--- src/sv/sqg_pkg.sv ---
`default_nettype none

package sqg_pkg;

   localparam int CNT_W       = 5;
   localparam int GATE_W      = 16;
   localparam int GATE_FRAC   = 14;
   localparam int ROUND_HALF  = 1 << (GATE_FRAC - 1);

   localparam int FIFO_DEPTH  = 8;
   localparam int FIFO_PTR_W  = 3;
   localparam int FIFO_CNT_W  = 4;

   localparam int CSR_AW      = 5;
   localparam int CSR_DW      = 32;

   localparam logic [31:0] GATE_00_RESET = 32'h0000_4000;
   localparam logic [31:0] GATE_01_RESET = 32'h0000_0000;
   localparam logic [31:0] GATE_10_RESET = 32'h0000_0000;
   localparam logic [31:0] GATE_11_RESET = 32'h4000_0000;
   localparam logic [3:0]  TARGET_RESET  = 4'd0;
   localparam logic [3:0]  QCOUNT_RESET  = 4'd10;

   typedef enum logic [2:0] {
      REG_GATE_00,
      REG_GATE_01,
      REG_GATE_10,
      REG_GATE_11,
      REG_TARGET_QUBIT,
      REG_QUBIT_COUNT
   } csr_index_type;

   typedef enum logic [1:0] {
      KIND_NONE,
      KIND_HOLD,
      KIND_PASS,
      KIND_PAIR
   } item_kind_type;

   typedef struct packed {
      item_kind_type kind;
      logic          end_lo;
      logic          end_hi;
   } stage_ctl_type;

   typedef struct packed {
      logic [31:0] gate_00;
      logic [31:0] gate_01;
      logic [31:0] gate_10;
      logic [31:0] gate_11;
      logic [3:0]  target_qubit;
      logic [3:0]  qubit_count;
   } csr_cfg_type;

endpackage

`default_nettype wire

--- src/sv/sqg_out_fifo.sv ---
`default_nettype none

module sqg_out_fifo #(
   parameter int WIDTH = 44
) (
   input  logic              clock,
   input  logic              reset,
   input  logic              wr_first,
   input  logic              wr_second,
   input  logic [WIDTH-1:0]  wr_data0,
   input  logic [WIDTH-1:0]  wr_data1,
   output logic              out_valid,
   input  logic              out_ready,
   output logic [WIDTH-1:0]  out_data
);
   import sqg_pkg::*;

   logic [WIDTH-1:0]      entry_ff [FIFO_DEPTH];
   logic [FIFO_PTR_W-1:0] wr_ptr_ff;
   logic [FIFO_PTR_W-1:0] wr_ptr_in;
   logic [FIFO_PTR_W-1:0] wr_ptr_next;
   logic [FIFO_PTR_W-1:0] rd_ptr_ff;
   logic [FIFO_PTR_W-1:0] rd_ptr_in;
   logic [FIFO_CNT_W-1:0] count_ff;
   logic [FIFO_CNT_W-1:0] count_in;
   logic [FIFO_CNT_W-1:0] n_wr;
   logic                  rd;

   always_comb begin
      rd          = out_valid && out_ready;
      n_wr        = FIFO_CNT_W'(wr_first) + FIFO_CNT_W'(wr_second);
      wr_ptr_next = wr_ptr_ff + FIFO_PTR_W'(1);
      wr_ptr_in   = wr_ptr_ff + FIFO_PTR_W'(n_wr);
      rd_ptr_in   = rd_ptr_ff + FIFO_PTR_W'(rd);
      count_in    = count_ff + n_wr - FIFO_CNT_W'(rd);
   end

   always_ff @(posedge clock) begin
      if (reset) begin
         wr_ptr_ff <= '0;
         rd_ptr_ff <= '0;
         count_ff  <= '0;
      end else begin
         wr_ptr_ff <= wr_ptr_in;
         rd_ptr_ff <= rd_ptr_in;
         count_ff  <= count_in;
      end
   end

   always_ff @(posedge clock) begin
      if (wr_first) begin
         entry_ff[wr_ptr_ff] <= wr_data0;
      end
      if (wr_second) begin
         entry_ff[wr_ptr_next] <= wr_data1;
      end
   end

   assign out_valid = count_ff != '0;
   assign out_data  = entry_ff[rd_ptr_ff];

endmodule

`default_nettype wire

--- config.mk ---
export PLATFORM = sky130hd
export DESIGN_NAME = sqg_out_fifo
export DESIGN_NICKNAME = d
export VERILOG_FILES = /design/src/sv/sqg_pkg.sv /design/src/sv/sqg_out_fifo.sv
export SDC_FILE = /design/constraint.sdc
export NUM_CORES = 1
export LEC_CHECK = 0
export ABC_AREA = 1
export BUFFER_PORTS_ARGS = -buffer_cell sky130_fd_sc_hd__buf_2
export CAP_MARGIN = 20
export CORE_MARGIN = 2
export CORE_UTILIZATION = 46
export DETAILED_ROUTE_END_ITERATION = 16
export PLACE_DENSITY = 0.74
export SLEW_MARGIN = 25
export SYNTH_ARGS = -nofsm -noshare
export SYNTH_HDL_FRONTEND = slang
export SYNTH_SLANG_ARGS = --single-unit
--- constraint.sdc ---
create_clock -name clock -period 11.7 [get_ports clock]
set_clock_uncertainty 0.1 [all_clocks]
set_input_delay 1.755 -clock clock [delete_from_list [all_inputs] [get_ports clock]]
set_output_delay 1.755 -clock clock [all_outputs]
set_load 0.02 [all_outputs]
==> flow_metrics.tcl <==
set metrics [dict create \
    outcome "finished, final reports clean" \
    max_freq_mhz 180 \
    postCtsHoldBufs 0 \
    area_growth_pct 7.37 \
    initial_utilization 0.463 \
    cts_inserted_buffers 38 \
    grt_pass1_wl_microns 105000 \
    grt-ovfl-total 0 \
    path_class "flop to output port" \
    viasPerCell 5.69 \
    core_area_sq_mm 0.0475 \
    synth_area_leaders "edfxtp_1 48%, nand2_1 22%, nand4_1 10%" \
    p_per_area_mw_per_mm2 185 \
    io_pins 138 \
    routed-wl-met3_microns 6930 \
    place_hpwl_microns 34500 \
    clk_pin_slew_worst_paths_ps 60 \
    wirelength_microns 67400 \
    critPathCaptureType "output port" \
    antenna_found_initial 13 \
    drt-met1-wl_microns 25300 \
    yosysTopAreaCellShare 0.480 \
    grt_max_degree 181 \
    cap_violations 0 \
    routed.top_layer "met5" \
    slew_viol_final 0 \
    hold_viol 0 \
    first_pass_iters 6 \
    io_buffers 137 \
    syn_nets 3016 \
    synth_sequential_area_ratio 0.489 \
    hold_path_class "flop to flop" \
    gp_congestion 0.792 \
    ctsResizeCount 0 \
    nets 2921 \
    n_fill_cell 4343 \
    h-tree-depth 2 \
    wl_met2_microns 32900 \
    wl_per_cell_microns 19.4 \
    crit_chain "inv_4 > buf_4 > nand2_1 > nand3_1 > nand2_1 > nand2_1 > nand2_1 > buf_2" \
    worstSetupStartpointType "flop" \
    final_cell_mix "1293 x nand2_1, 368 x inv_1, 352 x nand4_1, 352 x edfxtp_1, 179 x nand3_1" \
    worstPathArrival_ps 3700 \
    slowest_delay_ps 900 \
    finalCoreUtilization 0.498 \
    setup_viol 0 \
    ys_seq_elements 362 \
    layout-drive-gt1-share 0.0885 \
    fin_crit_sh 0.475 \
    slew_headroom 0.278 \
    route.antenna.remaining_nets 0 \
    cts_tree "done" \
    route.detailed.drc 0 \
    worst_pin_slew_ps 1080 \
    syn_inst 2912 \
    p_leak_nw 11.6 \
    rsz0062_at_grt "no" \
    synth_cell_types 24 \
    cts-root-buf "clkbuf_16" \
    required_ps 9850 \
    vias 19800 \
    synth_area_leader_cell "edfxtp_1" \
    cp_common_cell "nand2_1" \
    fin_crit_ps 5560 \
    mostFrequentLayoutCell "nand2_1" \
    fp-row-count 80 \
    drt_iter0_drc 2042 \
    insertion_delay_ps 540 \
    clkSinkCount 362 \
    post-cts-setup-buffer-count 0 \
    cts_buffer_depth 3 \
    yosysWarnings 0 \
    synthesis.area_sq_mm 0.0220 \
    vdd.ir_drop.worst_uv 114 \
    track_usage 0.267 \
    post_synth.cell_area_avg_sq_um 7.57 \
    crit_fanout 90 \
    tns_ps 0 \
    cpMaxStageDelayCell "buf_4" \
    die-height_microns 223 \
    design.die.area_sq_mm 0.0497 \
    die_x_microns 223 \
    grt_pass1_vias 18900 \
]
## report_power, final
part	leakage, nW	total [mW]	internal [mW]	switching, mW
Sequential	3.32	1.69	1.61	0.0772
Clock	0.609	1.24	0.722	0.513
Combinational	7.64	1.45	0.364	1.09
## synth_stat cells
cell type / n
buf_6: 1
nor2_1: 11
fa_1: 2
buf_4: 34
nand2_2: 2
clkinv_2: 1
nand2_1: 1293
inv_1: 368
clkbuf_1: 55
a21oi_1: 3
buf_1: 19
nand4_1: 352
o21ai_0: 8
inv_2: 5
buf_2: 194
nand3_2: 8
ha_1: 9
xnor2_1: 3
dfxtp_1: 10
clkinv_1: 1
or2_2: 1
nor2_4: 1
edfxtp_1: 352
nand3_1: 179
## sequential cells by signal, indices dropped and copies added (netlist names)
signal     count
rd_ptr_ff      3
count_ff       4
entry_ff     352
wr_ptr_ff      3
## critical path: cells and delay by family (launching register included)
family / cells / cell delay [ps]
flip-flops: 1 / 660
buffers and inverters: 3 / 1960
AND/OR/NAND/NOR: 5 / 460
## routing by layer
metal	vias to the layer above	track usage
li1	9210	-
met4	10	0.117
met1	9237	0.329
met2	1117	0.461
met5	-	0
met3	183	0.0468
## worst paths after layout
check	start	end	slack, ps	cells past startpoint
worst max-delay path	rd_ptr_ff[0]$_SDFF_PP0_	out_data[43]	6140	8
worst max register to register	wr_ptr_ff[0]$_SDFF_PP0_	entry_ff[4][18]$_DFFE_PP_	7960	6
worst min register to register	count_ff[0]$_SDFF_PP0_	count_ff[0]$_SDFF_PP0_	500	3
worst min-delay path	count_ff[0]$_SDFF_PP0_	count_ff[0]$_SDFF_PP0_	500	3
## cells by family (layout without fill, tap and decap cells)
group                    after synthesis  after routing  share of synthesized area
buffers and inverters                678            612                      0.133
AO/OA/AOI/OAI                         11             11                    0.00250
other                                  0              9                          0
flip-flops                           362            362                      0.489
AND/OR/NAND/NOR                     1847           1847                      0.368
XOR/XNOR                               3              3                    0.00119
adder cells (fa/ha/maj)               11             11                    0.00693
## stage by stage
step           hold slack, ps  area [sq um]  total power [mW]  setup slack [ps]  std cells
3_3_place_gp              473         22300              3.10              6790       3390
3_5_place_dp              493         22300              3.14              6760       3390
5_1_grt                   569         23600              4.58              5880       3466
4_1_cts                   509         23600              4.36              6200       3459
6_report                  504         23700              4.38              6140       3470
2_1_floorplan             449         22000              2.74              6120       2912
## layout make-up
type | instances | area (sq um) | share of cell area
clock buffer | 48 | 1010 | 0.0427
clock inverter | 21 | 225 | 0.00952
tap | 615 | 769 | 0.0325
antenna | 9 | 22.5 | 0.000952
multi-input combinational | 1872 | 8470 | 0.358
timing repair buffer | 168 | 966 | 0.0408
inverter | 375 | 1420 | 0.0599
sequential | 362 | 10800 | 0.456
Power figures use the tool's default switching activity.
