### src/sv/sqg_pkg.sv
`default_nettype none

package sqg_pkg;

   localparam int CNT_W       = 5;
   localparam int GATE_W      = 16;
   localparam int GATE_FRAC   = 14;
   localparam int ROUND_HALF  = 1 << (GATE_FRAC - 1);

   localparam int FIFO_DEPTH  = 8;
   localparam int FIFO_PTR_W  = 3;
   localparam int FIFO_CNT_W  = 4;

   localparam int CSR_AW      = 5;
   localparam int CSR_DW      = 32;

   localparam logic [31:0] GATE_00_RESET = 32'h0000_4000;
   localparam logic [31:0] GATE_01_RESET = 32'h0000_0000;
   localparam logic [31:0] GATE_10_RESET = 32'h0000_0000;
   localparam logic [31:0] GATE_11_RESET = 32'h4000_0000;
   localparam logic [3:0]  TARGET_RESET  = 4'd0;
   localparam logic [3:0]  QCOUNT_RESET  = 4'd10;

   typedef enum logic [2:0] {
      REG_GATE_00,
      REG_GATE_01,
      REG_GATE_10,
      REG_GATE_11,
      REG_TARGET_QUBIT,
      REG_QUBIT_COUNT
   } csr_index_type;

   typedef enum logic [1:0] {
      KIND_NONE,
      KIND_HOLD,
      KIND_PASS,
      KIND_PAIR
   } item_kind_type;

   typedef struct packed {
      item_kind_type kind;
      logic          end_lo;
      logic          end_hi;
   } stage_ctl_type;

   typedef struct packed {
      logic [31:0] gate_00;
      logic [31:0] gate_01;
      logic [31:0] gate_10;
      logic [31:0] gate_11;
      logic [3:0]  target_qubit;
      logic [3:0]  qubit_count;
   } csr_cfg_type;

endpackage

`default_nettype wire

### src/sv/sqg_csr.sv
`default_nettype none

module sqg_csr (
   input  logic                         clock,
   input  logic                         reset,
   input  logic                         csr_psel,
   input  logic                         csr_penable,
   input  logic                         csr_pwrite,
   input  logic [sqg_pkg::CSR_AW-1:0]   csr_paddr,
   input  logic [sqg_pkg::CSR_DW-1:0]   csr_pwdata,
   output logic [sqg_pkg::CSR_DW-1:0]   csr_prdata,
   output logic                         csr_pready,
   output sqg_pkg::csr_cfg_type         cfg
);
   import sqg_pkg::*;

   csr_cfg_type cfg_ff;
   csr_cfg_type cfg_in;
   logic        wr_en;
   logic [2:0]  reg_sel;

   assign wr_en      = csr_psel && csr_penable && csr_pwrite && csr_pready;
   assign reg_sel    = csr_paddr[4:2];
   assign csr_pready = 1'b1;
   assign cfg        = cfg_ff;

   always_comb begin
      cfg_in = cfg_ff;
      if (wr_en) begin
         case (reg_sel)
            REG_GATE_00:      cfg_in.gate_00      = csr_pwdata;
            REG_GATE_01:      cfg_in.gate_01      = csr_pwdata;
            REG_GATE_10:      cfg_in.gate_10      = csr_pwdata;
            REG_GATE_11:      cfg_in.gate_11      = csr_pwdata;
            REG_TARGET_QUBIT: cfg_in.target_qubit = csr_pwdata[3:0];
            REG_QUBIT_COUNT:  cfg_in.qubit_count  = csr_pwdata[3:0];
            default:          cfg_in = cfg_ff;
         endcase
      end
   end

   always_comb begin
      case (reg_sel)
         REG_GATE_00:      csr_prdata = cfg_ff.gate_00;
         REG_GATE_01:      csr_prdata = cfg_ff.gate_01;
         REG_GATE_10:      csr_prdata = cfg_ff.gate_10;
         REG_GATE_11:      csr_prdata = cfg_ff.gate_11;
         REG_TARGET_QUBIT: csr_prdata = {28'd0, cfg_ff.target_qubit};
         REG_QUBIT_COUNT:  csr_prdata = {28'd0, cfg_ff.qubit_count};
         default:          csr_prdata = '0;
      endcase
   end

   always_ff @(posedge clock) begin
      if (reset) begin
         cfg_ff.gate_00      <= GATE_00_RESET;
         cfg_ff.gate_01      <= GATE_01_RESET;
         cfg_ff.gate_10      <= GATE_10_RESET;
         cfg_ff.gate_11      <= GATE_11_RESET;
         cfg_ff.target_qubit <= TARGET_RESET;
         cfg_ff.qubit_count  <= QCOUNT_RESET;
      end else begin
         cfg_ff <= cfg_in;
      end
   end

endmodule

`default_nettype wire

### config.mk
export PLATFORM = sky130hd
export DESIGN_NAME = sqg_csr
export DESIGN_NICKNAME = d
export VERILOG_FILES = /design/src/sv/sqg_pkg.sv /design/src/sv/sqg_csr.sv
export SDC_FILE = /design/constraint.sdc
export NUM_CORES = 1
export LEC_CHECK = 0
export ABC_AREA = 1
export BUFFER_PORTS_ARGS = -buffer_cell sky130_fd_sc_hd__buf_2
export CAP_MARGIN = 20
export CELL_PAD_IN_SITES_DETAIL_PLACEMENT = 1
export CELL_PAD_IN_SITES_GLOBAL_PLACEMENT = 1
export CORE_ASPECT_RATIO = 1.2
export CORE_MARGIN = 2
export CORE_UTILIZATION = 34
export DETAILED_ROUTE_END_ITERATION = 6
export PLACE_DENSITY_LB_ADDON = 0.08
export SLEW_MARGIN = 40
export SYNTH_ARGS = -nofsm -noshare
export SYNTH_HDL_FRONTEND = slang
export SYNTH_SLANG_ARGS = --single-unit
### constraint.sdc
create_clock -name clock -period 1.7 [get_ports clock]
set_input_delay 0.255 -clock clock [delete_from_list [all_inputs] [get_ports clock]]
set_output_delay 0.255 -clock clock [all_outputs]
set_load 0.03 [all_outputs]
==> impl_metrics.csv, run 1 <==
group,metric,value,unit
run_status,outcome,"finished, final reports clean",
yosys,ys_ff_latch,136,
final_layout,seqCellArea,2723,um^2
final_layout,final_cell_area,9160,um^2
critical_path,critical_path_buf_inv_count,6,
critical_path,crit_chain,"buf_2 > inv_2 > nand2_2 > nor2_4 > buf_12 > buf_8 > nand2_1 > nand2_1 > inv_1 > nand2_1 > clkbuf_4",
yosys,synth_cell_types,17,
sta,finalClockSkew,0,ps
pwr,power_frac_clock,51.0,%
yosys,synth_area_per_cell,6.100,um^2
critical_path,worstSetupEndpoint,"csr_prdata[26]",
critical_path,slowest_delay,180,ps
sta,drv_slew,0,
die,core_area,18860,um^2
sta,finalSetupViolCount,0,
grt,grt_max_degree,74,
pwr,p_seq_share,39.2,%
cts,cts_buffers,17,
final_layout,largest_reg_flops,136,
route,drcViolationCount,0,
grt,grt_use_total,21.86,%
yosys,syn_inst,1070,
critical_path,crit_type,"primary input to output port",
pwr,leakage,4.579,nW
die,start_util,34.62,%
route,postRouteWirelength,23.69,mm
critical_path,crit_top_cell,"nand2_1",
critical_path,critical_path.slowest_cell,"clkbuf_4",
cts,cts_tree,"done",
die,die_y,155.8,um
yosys,synthesis.nets,1112,
critical_path,r2r_slack,1060,ps
route,viasPerCell,4.722,
cts,cts_root_buf,"clkbuf_16",
pwr,power.switching,2.017,mW
critical_path,r2r_cells,2,
pwr,p_int,6.302,mW
pwr,p_sw_share,24.25,%
grt,grt_pass1_wl,34.82,mm
final_layout,multi_input_area,3189,um^2
sta,finalCritPeriodShare,99.56,%
final_layout,drive_gt1_share,23.96,%
grt,antenna_found_initial,3,
route,first_pass_iters,4,
critical_path,r2r-end,"cfg[118]",
die,ios,211,
cts,htree_levels,4,
final_layout,fin_nets,1327,
final_layout,fill_cells,2574,
grt,grt_overflow,0,
sta,max_freq,590.8,MHz
route,dr_total_vias,7343,
hold_path,hold_path_class,"primary input to flip-flop",
sta,timing.final.ws_setup,7.422,ps
critical_path,cp_max_fo,12,
place,place_area,8120,um^2
pwr,pwr_density_cell,908.2,nW/um^2
place,io_buffers,207,
die,rows,55,
critical_path,path_depth,11,
cts,hold_buffers,0,
die,fp.dieW,130.5,um
place,post-place-ws,-58.15,ps
yosys,synth_top_cell_by_area,"dfxtp_1",
route,ant_nets,0,
grt,grt_pass1_vias,6716,
critical_path,crit_required,1440,ps
sta,hold_ws,60.39,ps
pwr,peakVddDrop,0.7261,mV
sta,finalHoldViolations,0,
place,dp_hpwl,15.21,mm
yosys,yosysWarnings,0,
final_layout,areaGrowthSynthToFinish,40.33,%
final_layout,final_common_cell,"nor2_1",
yosys,synthTopCellsByArea,"dfxtp_1 (42%), nor2_1 (18%), nand2_1 (17%), nand3_1 (8.7%), inv_1 (5.4%)",
critical_path,r2r_start,"cfg[118]",
place,place_congestion,0.7865,
critical_path,crit_start,"csr_paddr[3]",
cts,clk_path_buf_depth,2,
die,die_area,20330,um^2
pwr,p_comb_share,9.7,%
critical_path,critPathLaunchType,"primary input",
critical_path,arrival,1440,ps
yosys,yosysSeqAreaShare,41.71,%
route,drt-wirelength-per-cell,15.23,um
route,drt_iter0_drc,311,
final_layout,final_cell_mix,"nor2_1 (302), nand2_1 (299), buf_2 (184)",
critical_path,cp_top_family,"buffers and inverters",
sta,period_needed,1693,ps
cts,insertion_delay,420,ps
final_layout,utilization,48.58,%
critical_path,cp-end-kind,"output port",
yosys,netlist_area,6528,um^2
job,drv_cap,0,
yosys,synth_top_area_share,41.71,%
cts,clk_pin_slew_worst_paths,60,ps
cts,clock-sinks,136,
power by group through the flow:
stage	Clock [mW]	Combinational, mW	Sequential [mW]
finish	4.25	0.810	3.26
global route	4.47	0.885	3.27
CTS	4.31	0.742	3.26
detailed placement	0	0.736	3.33
global placement	0	0.729	3.33
floorplan	0	0.370	3.41
worst register-to-register path: stages, from the launching register on:
cell,delay (ps)
dfxtp_1,400
o21ai_0,110
nand3_1,70
layer usage:
layer | GRT usage [%] | wire (um) | up-vias
met4 | 6.383 | 293 | 4
met5 | 0 | 30 | -
met3 | 4.492 | 1080 | 20
li1 | - | - | 3680
met1 | 27.45 | 10430 | 3479
met2 | 37.60 | 11850 | 160
synth_stat cells, drive strengths merged:
cell    number
buf         55
nand2      301
nand3      115
nand4        9
conb         1
o21ai        4
inv         97
a21oi       31
clkbuf      11
dfxtp      136
nor2       310
how the worst min path moves through the flow:
| stage | from | end | slack, ps | cells after the start |
|---|---|---|---|---|
| finish | csr_pwdata[1] | cfg[1] | 60 | 3 |
| global route | csr_pwdata[1] | cfg[1] | 60 | 3 |
| CTS | csr_pwdata[1] | cfg[1] | 50 | 3 |
| detailed placement | csr_pwdata[1] | cfg[1] | 490 | 3 |
| global placement | cfg[58] | cfg[58] | 490 | 2 |
| floorplan | csr_pwdata[14] | cfg[118] | 380 | 2 |
cell type report:
cell class,instances,share of cell area (%)
repair buffers,262,20.60
clock inverters,12,2.431
flip-flops and latches,136,29.72
well taps,256,3.497
multi-input cells,771,34.82
clock buffers,20,4.876
inverters,97,4.030
diodes,1,0.02732
stage by stage:
step | total power, mW | setup TNS [ps] | instances
6_report | 8.319 | 0 | 1555
2_1_floorplan | 3.778 | 0 | 1070
3_5_place_dp | 4.070 | -840.3 | 1506
3_3_place_gp | 4.061 | -3.243 | 1506
4_1_cts | 8.317 | 0 | 1538
5_1_grt | 8.618 | -1260 | 1555
timing repair:
action | in CTS | in global routing
endpoints found under the setup margin | 28 | 28
pin swaps | 0 | 3
cloned | 0 | 6
resized for setup | 2 | 54
buffers inserted | 0 | 10
cells by family (layout without fill, tap and decap cells):
group / after synthesis / in the layout / synth area share [%]
AOI/OAI and AO/OA: 35 / 35 / 2.684
and+or+nand+nor: 735 / 735 / 45.27
other: 1 / 2 / 0.05745
DFF: 136 / 136 / 41.71
buffers and inverters: 163 / 391 / 10.27
Note: power is estimated with default switching activity, not from simulation.
==> run 2, diff against run 1 <==
clock period = 1.6 ns   (was 1.7 ns; I/O delays follow)
==> run 2 against run 1 <==
Flip-flop and latch count did not move. Non-clock buffer count up 18. Largest cell class unchanged. Setup slack better by 42 ps. Via count is 0.54% higher. Global-route usage up 1.3 points. Count of clock-buffer cells in the layout fell by 2. Die area unchanged. Worst hold slack got worse by 7.3 ps. Critical path type unchanged. Power is 5.0% higher. Core utilization grew 1.4 points. Routed wire length up 2.9%.
==> impl_metrics.csv, run 2 (same netlist as run 1, synthesis figures left out) <==
group,metric,value,unit
final_layout,fill_cells,2515,
critical_path,r2r-end,"cfg[118]",
cts,clk_pin_slew_worst_paths,60,ps
grt,grt_max_degree,78,
hold_path,hold_path_end,"cfg[1]",
grt,grt_pass1_vias,7044,
route,postRouteWirelength,24.38,mm
sta,drv_slew,0,
sta,finalHoldViolations,0,
hold_path,hold_path_class,"primary input to flip-flop",
cts,clock-sinks,136,
die,core_area,18860,um^2
sta,period_needed,1551,ps
place,dp_hpwl,15.51,mm
run_status,outcome,"finished, final reports clean",
cts,clk_path_buf_depth,2,
final_layout,utilization,49.94,%
job,drv_cap,0,
sta,max_freq,644.9,MHz
critical_path,arrival,1310,ps
hold_path,min_from,"csr_pwdata[1]",
route,drt-wirelength-per-cell,15.53,um
hold_path,worstHoldPathCells,3,
route,drcViolationCount,0,
final_layout,drive_gt1_share,25.72,%
critical_path,r2r_cells,2,
final_layout,final_common_cell,"nor2_1",
route,drt_iter0_drc,406,
critical_path,cp_max_fo,7,
critical_path,critPathLaunchType,"primary input",
place,place_congestion,0.7848,
cts,htree_levels,4,
cts,cts_tree,"done",
grt,antenna_found_initial,1,
critical_path,crit_type,"primary input to output port",
grt,grt_use_total,23.19,%
critical_path,cp-end-kind,"output port",
critical_path,crit_required,1360,ps
cts,hold_buffers,0,
pwr,leakage,4.707,nW
die,die_area,20330,um^2
final_layout,final_cell_mix,"nor2_1 (300), nand2_1 (292), buf_2 (175)",
cts,cts_buffers,17,
route,ant_nets,0,
final_layout,final_cell_area,9417,um^2
die,rows,55,
place,dp.cells,1516,
final_layout,antenna_cells,0,
die,die_y,155.8,um
route,dr_total_vias,7383,
pwr,p_total,8.737,mW
final_layout,final_cells,1570,
sta,finalSetupViolCount,0,
die,ios,211,
final_layout,areaGrowthSynthToFinish,44.26,%
critical_path,r2r_slack,930,ps
sta,finalCritPeriodShare,96.92,%
grt,grt_overflow,0,
cts,insertion_delay,420,ps
route,viasPerCell,4.703,
grt,grt_pass1_wl,36.74,mm
sta,fin_setup_tns,0,ps
cts,cts_root_buf,"clkbuf_16",
final_layout,largest_reg_flops,136,
pwr,pwr_density_cell,927.9,nW/um^2
place,io_buffers,207,
route,first_pass_iters,4,
die,fp.dieW,130.5,um
die,start_util,34.62,%
pwr,peakVddDrop,0.7343,mV
sta,finalClockSkew,0,ps
place,place_area,8170,um^2
critical_path,r2r_start,"cfg[118]",
final_layout,fin_nets,1345,
-- run 2: changes by cell type in the layout (fill, tap and decap cells not counted), moves of 3 or more --
cell      delta
buf_4       +20
buf_6       +13
buf_2        -9
nand2_1      -7
clkbuf_4     -6
nand2_2      +5
a21oi_1      +3
a21oi_2      -3
buf_8        -3
-- run 2: timing repair --
action | CTS | global route
pin swaps | 3 | 8
setup endpoints to repair | 29 | 31
gates resized for setup | 37 | 47
setup buffers | 7 | 9
gates cloned | 4 | 5
-- run 2: worst max-delay path, cell delays in order --
cell       delay (ps)
buf_4             140
inv_6              70
nand2_4            60
nor2_4             90
buf_12            160
clkbuf_16         160
nand2_1            50
nand2_1            50
inv_1              30
nand2_1            50
buf_2             190
-- run 2: layer usage --
metal	routed length (um)	track usage [%]
met1	10430	28.18
met2	12580	41.39
met3	1169	5.178
met4	188	5.319
met5	11	0
-- run 2: how the worst max path moves through the flow --
stage                             from  cells after the start        endpoint
after floorplan           csr_paddr[3]                      9  csr_prdata[10]
after global placement    csr_paddr[3]                     10  csr_prdata[18]
after detailed placement  csr_paddr[3]                     10  csr_prdata[30]
after CTS                 csr_paddr[3]                     11  csr_prdata[30]
after global routing            cfg[0]                      5   csr_prdata[0]
final                     csr_paddr[3]                     11  csr_prdata[27]
-- run 2: area by class of cell --
cell class | count | area (um^2) | share of cell area, %
Multi-Input combinational cell | 771 | 3211 | 34.10
Sequential cell | 136 | 2725 | 28.94
Timing Repair Buffer | 280 | 2143 | 22.76
Clock buffer | 18 | 439.2 | 4.664
Inverter | 97 | 376.6 | 3.999
Tap cell | 256 | 320.3 | 3.402
Clock inverter | 12 | 201.4 | 2.139
-- run 2: stage by stage --
step	hold slack (ps)	setup WS (ps)
2_1_floorplan	366.2	64.13
3_3_place_gp	477.1	-35.56
3_5_place_dp	480.1	-51.52
4_1_cts	37.40	-5.164
5_1_grt	62.02	-16.98
6_report	53.04	49.27
-- run 2: power breakdown --
| part | internal, mW | switching, mW |
|---|---|---|
| Sequential | 3.43 | 0.0361 |
| Combinational | 0.347 | 0.577 |
| Clock | 2.79 | 1.56 |
| Total | 6.57 | 2.17 |
==> run 3, diff against run 2 <==
CORE_ASPECT_RATIO = not set   (was 1.2)
==> run 3 against run 2 <==
Sequential power about the same. Largest cell class unchanged. Final area down 0.76%. Global-route usage decreased by 0.50 points.
==> impl_metrics.csv, run 3 (same netlist as run 1, synthesis figures left out) <==
group,metric,value,unit
final_layout,areaGrowthSynthToFinish,43.17,%
critical_path,critPathLaunchType,"primary input",
critical_path,crit_required,1360,ps
sta,timing.final.ws_setup,21.45,ps
critical_path,cp_max_fo,6,
final_layout,drive_gt1_share,25.70,%
die,core_area,18770,um^2
sta,drv_slew,0,
sta,period_needed,1579,ps
cts,clock-sinks,136,
final_layout,fin_nets,1349,
grt,antenna_found_initial,0,
final_layout,largest_reg_flops,136,
sta,finalCritPeriodShare,98.66,%
place,post-place-ws,-81.85,ps
hold_path,hold_path_class,"primary input to flip-flop",
cts,htree_levels,4,
cts,insertion_delay,430,ps
route,drt-wirelength-per-cell,16.14,um
route,dr_total_vias,7348,
place,place_congestion,0.7879,
critical_path,arrival,1340,ps
cts,clk_pin_slew_worst_paths,60,ps
die,die_y,142.6,um
grt,met3_usage,4.475,%
sta,finalSetupViolCount,0,
grt,grt.met1_usage,28.94,%
pwr,p_sw_share,26.02,%
pwr,power_frac_clock,47.5,%
cts,cts_root_buf,"clkbuf_16",
run_status,outcome,"finished, final reports clean",
sta,max_freq,633.5,MHz
die,ios,211,
grt,grt_pass1_wl,36.11,mm
die,rows,50,
pwr,peakVddDrop,0.7642,mV
sta,finalClockSkew,0,ps
grt,grt_use_total,22.69,%
die,start_util,34.78,%
die,die_area,20320,um^2
cts,cts_tree,"done",
route,first_pass_iters,4,
place,dp_hpwl,15.31,mm
final_layout,antenna_cells,0,
job,drv_cap,0,
grt,grt_max_degree,62,
cts,hold_buffers,0,
place,io_buffers,207,
route,drt_iter0_drc,370,
final_layout,final_cell_mix,"nor2_1 (301), nand2_1 (296), buf_2 (172)",
critical_path,crit_type,"primary input to output port",
pwr,p_comb_share,11.2,%
cts,cts_buffers,17,
final_layout,final_common_cell,"nor2_1",
pwr,p_seq_share,41.3,%
route,viasPerCell,4.731,
sta,finalHoldViolations,0,
route,drcViolationCount,0,
pwr,pwr_density_cell,898.2,nW/um^2
route,postRouteWirelength,25.06,mm
pwr,power.switching,2.184,mW
pwr,p_int,6.210,mW
route,ant_nets,0,
critical_path,cp-end-kind,"output port",
die,fp.dieW,142.6,um
grt,busiest_layer,"met2",
grt,grt_pass1_vias,6677,
grt,grt_overflow,0,
grt,met2_usage,39.37,%
pwr,p_total,8.394,mW
pwr,leakage,4.695,nW
cts,clk_path_buf_depth,2,
==> run 3: cell type report <==
| cell class | instances | area [um^2] |
|---|---|---|
| repair buffers | 284 | 2156 |
| fillers | 2490 | 9423 |
| clock inverters | 13 | 155.1 |
| well taps | 234 | 292.8 |
| inverters | 97 | 376.6 |
| flip-flops and latches | 136 | 2723 |
| multi-input cells | 771 | 3213 |
| clock buffers | 18 | 429.2 |
==> run 3: what timing repair did <==
action                     CTS  global route
hold endpoints to repair     0             0
gates cloned                 2             8
buffers inserted             5            17
gates resized for setup     30            53
pin swaps                    1             9
setup endpoints to repair   29            32
==> run 3: critical path, stage by stage <==
cell and delay, ps:
buf_4 150, inv_4 100, nand2_2 70, nor2_4 180, buf_6 160, clkbuf_16 160
a21oi_1 60, nand2_1 80, buf_6 130
==> run 3: power by group through the flow <==
stage	Sequential [mW]	Combinational [mW]	Clock (mW)
floorplan	3.62	0.394	0
global placement	3.54	0.792	0
detailed placement	3.54	0.799	0
CTS	3.47	0.840	4.04
global route	3.47	1.02	4.21
finish	3.47	0.937	3.99
==> run 3: metal layers <==
layer,wire length [um],vias to the layer above
li1,-,3728
met1,11210,3438
met3,1123,18
met4,232,0
met5,0,-
met2,12490,164
==> run 3: final timing paths <==
check / start / to / slack (ps) / cells past startpoint
worst min register to register: cfg[24] / cfg[24] / 500 / 2
worst max register to register: cfg[94] / cfg[94] / 950 / 2
worst min-delay path: csr_pwdata[3] / cfg[3] / 40 / 3
worst max-delay path: csr_paddr[4] / csr_prdata[22] / 20 / 9
==> run 3: stage by stage <==
step | std cells | util [%] | setup TNS, ps | area, um^2 | hold WS (ps)
after detailed placement | 1492 | 43.37 | -1612 | 8140 | 475.7
after CTS | 1530 | 47.45 | -1.804 | 8906 | 29.77
after floorplan | 1070 | - | 0 | 6528 | 366.2
final | 1553 | 49.79 | 0 | 9345 | 37.93
after global placement | 1492 | 43.37 | -936.5 | 8140 | 468.1
after global routing | 1553 | 49.79 | -212.2 | 9345 | 45.57
